[src/sv/fnv_pkg.sv]
// fnv_pkg: shared constants and types for the fnv-1a 64-bit hasher
// no dependencies; imported by every module of the block

package fnv_pkg;

	localparam int unsigned HASH_W   = 64;
	localparam int unsigned BYTE_W   = 8;
	localparam int unsigned FOLDS_PER_WORD = HASH_W / BYTE_W;
	localparam int unsigned ADDR_W   = 4;
	localparam int unsigned CNT_W    = 3;

	localparam logic [HASH_W-1:0] FNV_BASIS = 64'hCBF2_9CE4_8422_2325;

	// register index taken from paddr[3]
	localparam logic REG_SEED = 1'b0;

	// fold counter start value, one less than the folds still to do after the first one of a word
	localparam logic [CNT_W-1:0] CNT_WORD = CNT_W'(FOLDS_PER_WORD - 2);

	typedef enum logic [1:0] {
		ST_IDLE,
		ST_RUN,
		ST_DRAIN
	} seq_state_t;

endpackage

[src/sv/fnv1a_64_byte_word_hasher.sv]
// fnv1a_64_byte_word_hasher: running 64-bit fnv-1a digest over bytes or words
// depends on fnv_pkg, fnv_fold, fnv_apb
//
// Each input transaction folds either one byte (mode 0, data[7:0]) or one
// 64-bit word (mode 1, eight bytes, least significant first) into the running
// digest and returns the updated digest as one output transaction. With
// start_req set the digest restarts from the seed register (byte address 0,
// 64-bit apb data, reset value is the fnv-1a offset basis) before folding.
// A single fold unit (xor plus constant multiply by the fnv prime) does one
// byte per cycle under a small sequencer: the first byte is folded in the
// accept cycle, the remaining seven of a word in the following cycles, then
// the drain state hands the digest to the output register once that register
// is free; in_stall is high while the sequencer is busy. The output register
// lets the next transaction be accepted while a previous result is still
// stalled. The seed should only be written while the block is idle; a new
// seed is used by the next transaction with start_req set.

module fnv1a_64_byte_word_hasher (
	input  logic                       clk,
	input  logic                       arst_n,
	// input channel
	input  logic                       in_valid,
	output logic                       in_stall,
	input  logic                       mode,
	input  logic [fnv_pkg::HASH_W-1:0] data,
	input  logic                       start_req,
	// output channel
	output logic                       out_valid,
	input  logic                       out_stall,
	output logic [fnv_pkg::HASH_W-1:0] hash_out,
	// apb configuration port
	input  logic                       psel,
	input  logic                       penable,
	input  logic                       pwrite,
	input  logic [fnv_pkg::ADDR_W-1:0] paddr,
	input  logic [fnv_pkg::HASH_W-1:0] pwdata,
	output logic [fnv_pkg::HASH_W-1:0] prdata,
	output logic                       pready
);
	import fnv_pkg::*;

	seq_state_t state_q, state_d;

	logic [HASH_W-1:0]        seed;
	logic [HASH_W-1:0]        acc_q;     // running digest, also the work register
	logic [HASH_W-BYTE_W-1:0] data_q;    // bytes of the word still to fold
	logic [CNT_W-1:0]         cnt_q;
	logic                     out_valid_q;
	logic [HASH_W-1:0]        hash_q;

	logic [HASH_W-1:0] fold_din;
	logic [BYTE_W-1:0] fold_byte;
	logic [HASH_W-1:0] fold_dout;
	logic              in_accept;
	logic              acc_en;
	logic              load_out;
	logic              out_free;

	// register slave, seed is index 0 at paddr[3] == 0
	fnv_apb u_apb (
		.clk     (clk),
		.arst_n  (arst_n),
		.psel    (psel),
		.penable (penable),
		.pwrite  (pwrite),
		.reg_idx (paddr[3]),
		.pwdata  (pwdata),
		.prdata  (prdata),
		.pready  (pready),
		.seed    (seed)
	);

	// the shared fold unit: in the accept cycle it takes the port data and
	// the chosen start digest, afterwards the shifted word and acc_q
	always_comb begin
		if (state_q == ST_IDLE) begin
			fold_din  = start_req ? seed : acc_q;
			fold_byte = data[BYTE_W-1:0];
		end else begin
			fold_din  = acc_q;
			fold_byte = data_q[BYTE_W-1:0];
		end
	end

	fnv_fold u_fold (
		.digest (fold_din),
		.octet  (fold_byte),
		.folded (fold_dout)
	);

	assign in_stall  = (state_q != ST_IDLE);
	assign in_accept = in_valid && !in_stall;
	assign out_free  = !out_valid_q || !out_stall;

	// sequencer state register
	always_ff @(posedge clk or negedge arst_n) begin
		if (!arst_n) begin
			state_q <= ST_IDLE;
		end else begin
			state_q <= state_d;
		end
	end

	// next state and strobes
	always_comb begin
		state_d  = state_q;
		acc_en   = 1'b0;
		load_out = 1'b0;
		case (state_q)
			ST_IDLE: begin
				if (in_valid) begin
					acc_en  = 1'b1;
					state_d = mode ? ST_RUN : ST_DRAIN;
				end
			end
			ST_RUN: begin
				acc_en = 1'b1;
				if (cnt_q == '0) begin
					state_d = ST_DRAIN;
				end
			end
			ST_DRAIN: begin
				// wait until the output register can take the digest
				if (out_free) begin
					load_out = 1'b1;
					state_d  = ST_IDLE;
				end
			end
			default: begin
				state_d = ST_IDLE;
			end
		endcase
	end

	// running digest survives between transactions, so it is reset
	always_ff @(posedge clk or negedge arst_n) begin
		if (!arst_n) begin
			acc_q <= FNV_BASIS;
		end else if (acc_en) begin
			acc_q <= fold_dout;
		end
	end

	// byte shifter and fold counter
	always_ff @(posedge clk or negedge arst_n) begin
		if (!arst_n) begin
			cnt_q <= '0;
		end else if (in_accept) begin
			cnt_q <= CNT_WORD;
		end else if (state_q == ST_RUN) begin
			cnt_q <= cnt_q - 1'b1;
		end
	end

	always_ff @(posedge clk) begin
		if (in_accept) begin
			data_q <= data[HASH_W-1:BYTE_W];
		end else if (state_q == ST_RUN) begin
			data_q <= {{BYTE_W{1'b0}}, data_q[HASH_W-BYTE_W-1:BYTE_W]};
		end
	end

	// output register
	always_ff @(posedge clk or negedge arst_n) begin
		if (!arst_n) begin
			out_valid_q <= 1'b0;
		end else if (load_out) begin
			out_valid_q <= 1'b1;
		end else if (!out_stall) begin
			out_valid_q <= 1'b0;
		end
	end

	always_ff @(posedge clk) begin
		if (load_out) begin
			hash_q <= acc_q;
		end
	end

	assign out_valid = out_valid_q;
	assign hash_out  = hash_q;

endmodule

[src/sv/fnv_fold.sv]
// fnv_fold: one fnv-1a byte fold, xor then multiply by the 64-bit prime
// depends on fnv_pkg

module fnv_fold (
	input  logic [fnv_pkg::HASH_W-1:0] digest,
	input  logic [fnv_pkg::BYTE_W-1:0] octet,
	output logic [fnv_pkg::HASH_W-1:0] folded
);
	import fnv_pkg::*;

	logic [HASH_W-1:0] x;

	assign x = digest ^ {{(HASH_W-BYTE_W){1'b0}}, octet};

	// prime = 2^40 + 0x1b3, 0x1b3 = bits 8,7,5,4,1,0
	assign folded = (x << 40) + (x << 8) + (x << 7) + (x << 5)
		+ (x << 4) + (x << 1) + x;

endmodule

[src/sv/fnv_apb.sv]
// fnv_apb: apb register slave holding the seed register
// depends on fnv_pkg

module fnv_apb (
	input  logic                       clk,
	input  logic                       arst_n,
	input  logic                       psel,
	input  logic                       penable,
	input  logic                       pwrite,
	input  logic                       reg_idx,
	input  logic [fnv_pkg::HASH_W-1:0] pwdata,
	output logic [fnv_pkg::HASH_W-1:0] prdata,
	output logic                       pready,
	output logic [fnv_pkg::HASH_W-1:0] seed
);
	import fnv_pkg::*;

	logic [HASH_W-1:0] seed_q;

	always_ff @(posedge clk or negedge arst_n) begin
		if (!arst_n) begin
			seed_q <= FNV_BASIS;
		end else if (psel && penable && pwrite && (reg_idx == REG_SEED)) begin
			seed_q <= pwdata;
		end
	end

	assign pready = 1'b1;
	assign prdata = (reg_idx == REG_SEED) ? seed_q : '0;
	assign seed   = seed_q;

endmodule

[config.mk]
export PLATFORM = sky130hd
export DESIGN_NAME = fnv1a_64_byte_word_hasher
export DESIGN_NICKNAME = d
export VERILOG_FILES = /design/src/sv/fnv_pkg.sv /design/src/sv/fnv1a_64_byte_word_hasher.sv /design/src/sv/fnv_fold.sv /design/src/sv/fnv_apb.sv
export SDC_FILE = /design/constraint.sdc
export NUM_CORES = 1
export LEC_CHECK = 0
export ABC_CLOCK_PERIOD_IN_PS = 7000
export BUFFER_PORTS_ARGS = -buffer_cell sky130_fd_sc_hd__buf_2
export CORE_MARGIN = 2
export CORE_UTILIZATION = 60
export CTS_CLUSTER_DIAMETER = 30
export DETAILED_ROUTE_END_ITERATION = 10
export HOLD_SLACK_MARGIN = 0.12
export PLACE_DENSITY = 0.85
export SYNTH_ARGS = -nofsm -noshare
export SYNTH_HDL_FRONTEND = slang
export SYNTH_SLANG_ARGS = --single-unit
[constraint.sdc]
create_clock -name clk -period 7 [get_ports clk]
set_clock_uncertainty 0.05 [all_clocks]
set_input_delay 0.35 -clock clk [delete_from_list [all_inputs] [get_ports clk]]
set_output_delay 0.35 -clock clk [all_outputs]
set_load 0.02 [all_outputs]
==> impl_metrics.env, run 1 <==
export IMPL_status="finished clean"
export IMPL_cts_sinks=254
export IMPL_ys_async_sr_fraction_pct=52.8
export IMPL_cts_tree="yes"
export IMPL_htree_num_levels=2
export IMPL_timing_slew_headroom_pct=25.8
export IMPL_ys_types=79
export IMPL_post_route_min_period_ps=6590
export IMPL_viasPerCell=5.60
export IMPL_cts_clk_slew_worst_paths_ps=50
export IMPL_dieHeight_um=190
export IMPL_rr_endpoint="acc_q[61]"
export IMPL_ctsResizeCount=0
export IMPL_cap_viol_max_count=0
export IMPL_syn_instance_count=1820
export IMPL_arrival_ps=7050
export IMPL_hpwl_um=38900
export IMPL_ys_seq_elements=254
export IMPL_ant_nets=0
export IMPL_whs_endpoint="acc_q[0]"
export IMPL_rr_worst_depth=19
export IMPL_hold_buffers=124
export IMPL_cts_root_buf="clkbuf_16"
export IMPL_crit_start="state_q[1]"
export IMPL_synth_edf_count=120
export IMPL_die_area_sq_um=36100
export IMPL_dr_first_iter_drc_count=850
export IMPL_instances_no_fill=2791
export IMPL_routed_wl_um=57900
export IMPL_area_growth_pct=26.5
export IMPL_ys_flop_type="edfxtp_1"
export IMPL_rows=68
export IMPL_setup_viol_count_final=0
export IMPL_wl_per_cell_um=20.7
export IMPL_tightest_slew_ps=1110
export IMPL_clockBufferDepth=3
export IMPL_grt_remaining_overflow=0
export IMPL_finalHoldViolCount=0
export IMPL_synth_nets=2318
export IMPL_min_period_over_period_pct=94.2
export IMPL_setup_worst_path_start_class="register"
export IMPL_hold_class="input pin to register"
export IMPL_post_route_drc_count=0
export IMPL_min_path_cells=4
export IMPL_fp_dieW_um=190
export IMPL_r2r_start="state_q[1]"
export IMPL_clock_latency_ps=630
export IMPL_worst_path_max_fanout=15
export IMPL_r2r_slack_ps=410
export IMPL_slew_viol_final=0
export IMPL_antenna_found_initial=4
export IMPL_place_ws_ps=526
export IMPL_grtUsageTotal_pct=33.1
export IMPL_gp_congestion=0.939
export IMPL_syn_area_per_cell_sq_um=11.4
export IMPL_fin_ws_ps=408
export IMPL_finalNetCount=2779
export IMPL_grt_max_degree=83
export IMPL_grt_pass1_vias=16960
export IMPL_synth_area_sq_um=20800
export IMPL_grt_pass1_wl_um=91300
export IMPL_hold_start="data[0]"
export IMPL_end_kind="register"
export IMPL_yosysWarnings=0
export IMPL_core_area_sq_um=34300
export IMPL_cp_required_ps=7450
export IMPL_synth_yosys_seq_area_share_pct=33.8
export IMPL_io_pin_count=272
export IMPL_dr_total_vias=15617
export IMPL_numCtsBuffers=59
export IMPL_rsz0062_at_grt="false"
export IMPL_critical_path_class="register to register"
export IMPL_cts_setup_buffers=0
export IMPL_firstDrtPassIters=5
export IMPL_initial_core_util_pct=60.6
export IMPL_fin_setup_tns_ps=0
export IMPL_fmax_ghz=0.152
export IMPL_drive_gt1_share_pct=27.4
export IMPL_portBuffers=267
export IMPL_place_inst=2551
[worst max-delay path, stage by stage, from the launching register on]
cell       delay (ps)
dfrtp_1           470
nor2_4            190
and2_4            310
buf_4             330
mux2i_1           360
inv_1             200
fa_1              490
fa_1              570
fa_1              420
ha_1              280
ha_1              400
a21oi_1           230
o21ai_0           170
a2111oi_1         600
o21a_1            350
and2_1            210
a2111oi_2         100
o31a_1            330
o21a_1            200
o31ai_2           200
[layer usage]
layer  wire [um]  track usage [%]  vias up
li1            -                -     7021
met1       22400             40.3     7806
met2       29400             57.4      624
met3        3310             5.57      166
met4        2830             16.5        0
met5           0                0        -
[how the worst max path moves through the flow]
stage / endpoint / slack [ps] / depth (start not counted)
floorplan: acc_q[62] / 540 / 23
global placement: acc_q[59] / 650 / 19
detailed placement: acc_q[63] / 530 / 19
CTS: acc_q[32] / 500 / 19
global route: acc_q[32] / 30 / 19
finish: acc_q[61] / 410 / 19
[synthesized netlist by cell type, types with 5 or more instances]
library cell | count | area, sq um
and3_1 | 18 | 113
fa_1 | 245 | 4900
xor2_1 | 25 | 219
o21a_1 | 14 | 105
edfxtp_1 | 120 | 3600
nor2b_1 | 69 | 432
buf_4 | 6 | 45.0
nand2b_1 | 8 | 50.1
nor2_1 | 29 | 109
or3_1 | 5 | 31.3
nand4_1 | 13 | 81.3
xnor2_1 | 55 | 482
clkbuf_1 | 37 | 139
dfrtp_1 | 78 | 1950
and2_1 | 7 | 43.8
mux2i_1 | 64 | 641
nand2_1 | 124 | 465
o21bai_1 | 11 | 82.6
dfstp_2 | 56 | 1470
nor3_1 | 14 | 70.1
a21o_1 | 38 | 285
or2_2 | 5 | 31.3
ha_1 | 112 | 1400
a21oi_1 | 64 | 320
inv_1 | 291 | 1090
o21ai_0 | 74 | 370
mux2_2 | 116 | 1310
a31oi_1 | 8 | 50.1
a211oi_1 | 7 | 52.6
nand3_1 | 11 | 55.1
buf_1 | 10 | 37.5
o211ai_1 | 7 | 52.6
[sequential cells by signal, summed over array words and instances, names as in the netlist]
register    flops
acc_q          64
out_valid       1
data_q         56
cnt_q           3
hash_out       64
u_apb.seed     64
state_q         2
[placed cells by master, fill, tap and decap left out, types with 18 or more instances in the layout]
master,count
o21ai_0,74
buf_2,266
a21oi_1,63
ha_1,112
clkbuf_16,60
nand2_1,124
fa_1,245
and3_1,18
dfstp_2,56
xnor2_1,55
mux2_2,116
dfrtp_1,78
a21o_1,38
nor2_1,29
buf_4,65
xor2_1,25
edfxtp_1,120
inv_1,291
dlygate4sd3_1,124
mux2i_1,64
nor2b_1,69
[cell families after synthesis]
logic type / count (synthesis) / share of synthesized area, %
compound gates: 273 / 8.55
xor+xnor: 80 / 3.37
fa+ha+maj: 357 / 30.3
buf+inv: 349 / 6.43
flops: 254 / 33.8
mux: 180 / 9.37
other cells: 1 / 0.0180
simple gates: 326 / 8.12
[cell type report]
class / count / area, sq um
fill: 2121 / 8000
clock buffer: 76 / 1650
antenna: 4 / 10.0
timing repair buffer: 457 / 3090
tap: 455 / 569
multi-input combinational: 1217 / 12400
clock inverter: 36 / 403
sequential: 254 / 7030
inverter: 292 / 1100
[per-stage QoR]
step / cell area, sq um / hold slack (ps) / util, %
after floorplan: 20800 / 4.41 / -
after global placement: 23000 / 369 / 67.0
after detailed placement: 23000 / 384 / 67.0
after CTS: 26300 / 137 / 76.6
after global routing: 26300 / 259 / 76.7
final: 26300 / 224 / 76.7
Power of run 1 is left out: the tool's default activity adds up to more than one toggle a clock period on the data nets, which glitch-free logic cannot reach.
==> run 2: changes to the inputs <==
ABC_CLOCK_PERIOD_IN_PS = 7300   (was 7000)
clock period = 7.3 ns   (was 7 ns; I/O delays follow)
==> run 2 against run 1 <==
  * Wire length is 0.97% lower
  * Highest routed layer unchanged
  * Flip-flop and latch count stayed put
  * First-iteration DRC count is 2.5% higher
==> impl_metrics.env, run 2 (synthesized netlist as in run 1, its figures left out) <==
export IMPL_cts_tree="yes"
export IMPL_crit_top_cell="fa_1"
export IMPL_finalNetCount=2776
export IMPL_worst_path_max_fanout=17
export IMPL_cts_clk_slew_worst_paths_ps=60
export IMPL_min_period_over_period_pct=92.2
export IMPL_crit_family="adder cells"
export IMPL_whs_endpoint="data_q[54]"
export IMPL_cts_setup_buffers=0
export IMPL_slew_viol_final=0
export IMPL_end_kind="register"
export IMPL_setup_worst_path_start_class="register"
export IMPL_htree_num_levels=2
export IMPL_finalHoldViolCount=0
export IMPL_cp_cell_sequence="nor2_4 > and2_4 > buf_12 > buf_4 > mux2i_1 > buf_4 > inv_1 > fa_1 > fa_1 > fa_1 > inv_1 > fa_1 > inv_1 > ha_1 > a21o_1 > a21o_1 > o21bai_1 > a21oi_1 > and2_1 > a21oi_1 > a221oi_1 > xor2_1 > o21ai_0"
export IMPL_use_met2_pct=56.5
export IMPL_r2r_start="state_q[1]"
export IMPL_cp_required_ps=7760
export IMPL_dr_first_iter_drc_count=871
export IMPL_ant_nets=0
export IMPL_rr_worst_depth=23
export IMPL_fin_setup_tns_ps=0
export IMPL_drive_gt1_share_pct=27.2
export IMPL_grt_remaining_overflow=0
export IMPL_hold_class="input pin to register"
export IMPL_final_common_cell="inv_1"
export IMPL_cts_sinks=254
export IMPL_crit_slowest_cell="fa_1"
export IMPL_gr_usage_met1_pct=40.6
export IMPL_post_route_drc_count=0
export IMPL_status="finished clean"
export IMPL_rows=68
export IMPL_grtUsageTotal_pct=33.3
export IMPL_dr_total_vias=15560
export IMPL_place_inst=2547
export IMPL_core_area_sq_um=34300
export IMPL_die_area_sq_um=36100
export IMPL_min_path_cells=2
export IMPL_mostFrequentLayoutCells="inv_1 (291), buf_2 (266), fa_1 (245)"
export IMPL_wl_per_cell_um=20.5
export IMPL_fmax_ghz=0.149
export IMPL_critical_path_class="register to register"
export IMPL_hold_start="in_valid"
export IMPL_grt_pass1_vias=17144
export IMPL_slowest_delay_ps=550
export IMPL_viasPerCell=5.58
export IMPL_firstDrtPassIters=6
export IMPL_fp_dieW_um=190
export IMPL_timing_slew_headroom_pct=27.9
export IMPL_setup_viol_count_final=0
export IMPL_instances_no_fill=2791
export IMPL_rsz0062_at_grt="false"
export IMPL_arrival_ps=7180
export IMPL_ctsResizeCount=0
export IMPL_rr_endpoint="acc_q[59]"
export IMPL_hold_ws_ps=181
export IMPL_crit_buf_inv=6
export IMPL_clock_latency_ps=640
export IMPL_hpwl_um=38900
export IMPL_numCtsBuffers=61
export IMPL_grt_max_degree=82
export IMPL_cts_root_buf="clkbuf_16"
export IMPL_portBuffers=267
export IMPL_post_route_min_period_ps=6730
export IMPL_io_pin_count=272
export IMPL_cap_viol_max_count=0
export IMPL_fin_area_sq_um=26300
export IMPL_r2r_slack_ps=570
export IMPL_grt_pass1_wl_um=92100
export IMPL_clockBufferDepth=3
export IMPL_routed_wl_um=57300
export IMPL_antenna_found_initial=4
export IMPL_dieHeight_um=190
export IMPL_dpl_instance_area_sq_um=23000
export IMPL_grt_use_met3_pct=6.57
export IMPL_area_growth_pct=26.3
export IMPL_tightest_slew_ps=1080
export IMPL_gp_congestion=0.906
export IMPL_grt_busiest_layer="met2"
export IMPL_initial_core_util_pct=60.6
## run 2: changes by cell type in the layout (fill, tap and decap cells not counted), moves of 2 or more
cell / change
clkinv_2: -6
buf_4: -4
clkinv_1: +5
clkinvlp_4: +3
clkbuf_8: -9
inv_6: +10
inv_8: +5
inv_4: -2
## run 2: cell type report
class / instances / area [sq um]
Multi-Input combinational cell: 1217 / 12400
Fill cell: 2094 / 8030
Sequential cell: 254 / 7030
Timing Repair Buffer: 452 / 3050
Clock buffer: 67 / 1550
Inverter: 292 / 1100
Tap cell: 455 / 569
Clock inverter: 49 / 517
Antenna cell: 5 / 12.5
## run 2: stage by stage
stage | util [%] | setup WS [ps]
floorplan | - | 840
global placement | 66.9 | 771
detailed placement | 66.9 | 682
CTS | 76.6 | 687
global route | 76.6 | 227
finish | 76.6 | 572
## run 2: worst reg2reg max path, stage by stage (launching register included)
cell and delay (ps):
dfrtp_1 470, nor2_4 190, and2_4 360, buf_12 230, buf_4 350, mux2i_1 300, buf_4 200, inv_1 130
fa_1 480, fa_1 550, fa_1 530, inv_1 60, fa_1 490, inv_1 40, ha_1 390, a21o_1 230
a21o_1 200, o21bai_1 180, a21oi_1 160, and2_1 190, a21oi_1 120, a221oi_1 340, xor2_1 240, o21ai_0 110
## run 2: metal layers
metal | vias up | share of wire (%) | wire length, um
met5 | - | 0 | 0
met4 | 0 | 4.6 | 2640
met3 | 168 | 6.6 | 3810
met2 | 625 | 50 | 28800
met1 | 7742 | 39 | 22100
li1 | 7025 | - | -
## run 2: how the worst max path moves through the flow
stage / start / end / slack, ps / cells after the start
floorplan: state_q[0] / acc_q[62] / 840 / 23
global placement: start_req / acc_q[63] / 770 / 21
detailed placement: start_req / acc_q[32] / 680 / 19
CTS: state_q[1] / acc_q[32] / 690 / 19
global route: state_q[1] / acc_q[59] / 230 / 18
finish: state_q[1] / acc_q[59] / 570 / 23
## run 2: timing repair
action                                  CTS  global route
hold buffers                            123             0
endpoints found under the hold margin   163             0
endpoints found under the setup margin    0             0
Power of run 2 is left out for the same reason.
==> run 3: changes to the inputs <==
SYNTH_HIERARCHICAL = 1   (was unset)
==> run 3 against run 2 <==
  * Critical path depth down 2
  * Setup slack lost 230 ps
  * Worst hold slack better by 59 ps
  * Highest routed layer unchanged
  * Critical path type unchanged
  * Critical endpoint is now acc_q[62]
==> impl_metrics.env, run 3 <==
export IMPL_grt_remaining_overflow=0
export IMPL_routed_wl_um=63900
export IMPL_finalHoldViolCount=0
export IMPL_firstDrtPassIters=6
export IMPL_area_growth_pct=23.9
export IMPL_cts_clk_slew_worst_paths_ps=50
export IMPL_synth_edf_count=120
export IMPL_ys_flop_type="edfxtp_1"
export IMPL_cts_tree="yes"
export IMPL_synth_nets=2330
export IMPL_grt_max_degree=73
export IMPL_dieHeight_um=196
export IMPL_final_common_cell="inv_1"
export IMPL_synth_adder_area_share_pct=28.5
export IMPL_hpwl_um=39500
export IMPL_htree_num_levels=3
export IMPL_rows=70
export IMPL_grtUsageTotal_pct=34.0
export IMPL_mostFrequentLayoutCells="inv_1 (396), buf_2 (266), fa_1 (245)"
export IMPL_synth_most_common_cell="inv_1"
export IMPL_wl_per_cell_um=22.9
export IMPL_ys_top_cells_by_count="inv_1 (396), fa_1 (245), mux2_4 (149)"
export IMPL_clock_latency_ps=610
export IMPL_slew_viol_final=0
export IMPL_fmax_ghz=0.144
export IMPL_worst_path_max_fanout=11
export IMPL_grt_pass1_vias=17309
export IMPL_portBuffers=267
export IMPL_fp_dieW_um=196
export IMPL_synth_xor_area_share_pct=3.21
export IMPL_fin_setup_tns_ps=0
export IMPL_grt_use_met3_pct=6.27
export IMPL_place_ws_ps=383
export IMPL_fin_area_sq_um=27400
export IMPL_syn_instance_count=1832
export IMPL_use_met2_pct=57.2
export IMPL_synthTopCellsByArea="fa_1 (22%), edfxtp_1 (16%), mux2_4 (10%)"
export IMPL_synthDominantCellAreaShare_pct=22.2
export IMPL_ant_nets=0
export IMPL_synth_compound_area_share_pct=6.15
export IMPL_synth_simple_area_share_pct=5.97
export IMPL_dpl_instance_area_sq_um=23800
export IMPL_synth_top_family_by_area="adder cells"
export IMPL_place_inst=2541
export IMPL_ys_types=78
export IMPL_dr_total_vias=15785
export IMPL_clockBufferDepth=3
export IMPL_ys_seq_elements=254
export IMPL_syn_area_per_cell_sq_um=12.1
export IMPL_ys_async_sr_fraction_pct=52.8
export IMPL_critical_path_class="register to register"
export IMPL_dr_first_iter_drc_count=1005
export IMPL_viasPerCell=5.65
export IMPL_cts_root_buf="clkbuf_16"
export IMPL_setup_viol_count_final=0
export IMPL_setup_worst_path_start_class="register"
export IMPL_yosysWarnings=6
export IMPL_antenna_found_initial=1
export IMPL_status="finished clean"
export IMPL_tightest_slew_ps=1030
export IMPL_gr_usage_met1_pct=41.0
export IMPL_synth_area_sq_um=22100
export IMPL_end_kind="register"
export IMPL_initial_core_util_pct=60.7
export IMPL_arrival_ps=7440
export IMPL_post_route_drc_count=0
export IMPL_numCtsBuffers=68
export IMPL_timing_slew_headroom_pct=31.2
export IMPL_hold_class="input pin to register"
export IMPL_instances_no_fill=2794
export IMPL_core_area_sq_um=36400
export IMPL_io_pin_count=272
export IMPL_post_route_min_period_ps=6960
export IMPL_min_period_over_period_pct=95.4
export IMPL_cp_required_ps=7780
export IMPL_cts_sinks=254
export IMPL_synth_yosys_seq_area_share_pct=31.8
export IMPL_die_area_sq_um=38400
export IMPL_grt_busiest_layer="met2"
export IMPL_drive_gt1_share_pct=31.6
export IMPL_cap_viol_max_count=0
export IMPL_fin_ws_ps=338
export IMPL_muxShareOfSynthArea_pct=15.2
export IMPL_gp_congestion=0.926
export IMPL_synth_largest_area_cell="fa_1"
export IMPL_grt_pass1_wl_um=98700
export IMPL_finalNetCount=2766
## run 3: cell types whose count changed in the layout (fill, tap and decap cells not counted), sizes merged, moves of 32 or more
cell / before / now
mux2: 116 / 249
inv: 309 / 398
nand2: 124 / 47
mux2i: 64 / 0
o21ai: 76 / 31
buf: 329 / 297
## run 3: worst paths after layout
path | start | endpoint | slack [ps] | depth (start not counted)
setup / recovery | state_q[0] | acc_q[62] | 340 | 21
hold / removal | in_valid | state_q[1] | 240 | 3
setup reg to reg | state_q[0] | acc_q[62] | 340 | 21
hold reg to reg | acc_q[30] | hash_out[30] | 410 | 0
max in group asynchronous | arst_n | acc_q[60] | 5480 | 3
min in group asynchronous | arst_n | u_apb/seed[23] | 300 | 2
## run 3: area by class of cell
type                            instances  area [sq um]
Multi-Input combinational cell       1124         13100
Fill cell                            2166          9030
Sequential cell                       254          7030
Timing Repair Buffer                  421          2850
Clock buffer                           92          1870
Inverter                              399          1500
Tap cell                              468           586
Clock inverter                         33           469
Antenna cell                            3          7.51
## run 3: repair_timing
action | CTS | global route
hold buffers | 124 | 0
setup buffers | 0 | 1
endpoints found under the setup margin | 0 | 6
resized for setup | 0 | 0
endpoints found under the hold margin | 163 | 0
## run 3: cell families (layout without fill, tap and decap cells)
group                    after synthesis  in the layout
AO/OA/AOI/OAI                        196            196
XOR/XNOR                              81             81
adder cells (fa/ha/maj)              357            357
buffers and inverters                454            945
flip-flops                           254            254
multiplexers                         249            249
other                                  1              4
AND/OR/NAND/NOR                      240            240
## run 3: metrics by stage
| stage | hold WS, ps | util (%) |
|---|---|---|
| after floorplan | 19.4 | - |
| after global placement | 339 | 65.3 |
| after detailed placement | 346 | 65.3 |
| after CTS | 177 | 75.1 |
| after global routing | 225 | 75.2 |
| final | 240 | 75.2 |
## run 3: critical path: stages (launching register included)
cell       delay, ps
dfrtp_1          580
nor2_2           440
buf_4            250
mux2_2           350
xor2_1           410
buf_4            270
ha_1             280
a21o_1           180
fa_1             520
fa_1             420
ha_1             280
ha_1             230
a2111oi_0        380
o21ai_1          210
a41oi_2          320
nor3_1           130
o211ai_1         410
a31oi_1          230
a221oi_2         380
o21ai_1          130
xor2_1           160
mux2_4           270
## run 3: routing by layer
layer  part of all wire (%)  routed length [um]  up-vias
li1                       -                   -     6866
met1                     37               23800     7951
met2                     50               31800      756
met3                    6.5                4130      212
met4                    6.6                4190        0
met5                      0                   0        -
Power of run 3 is left out for the same reason.
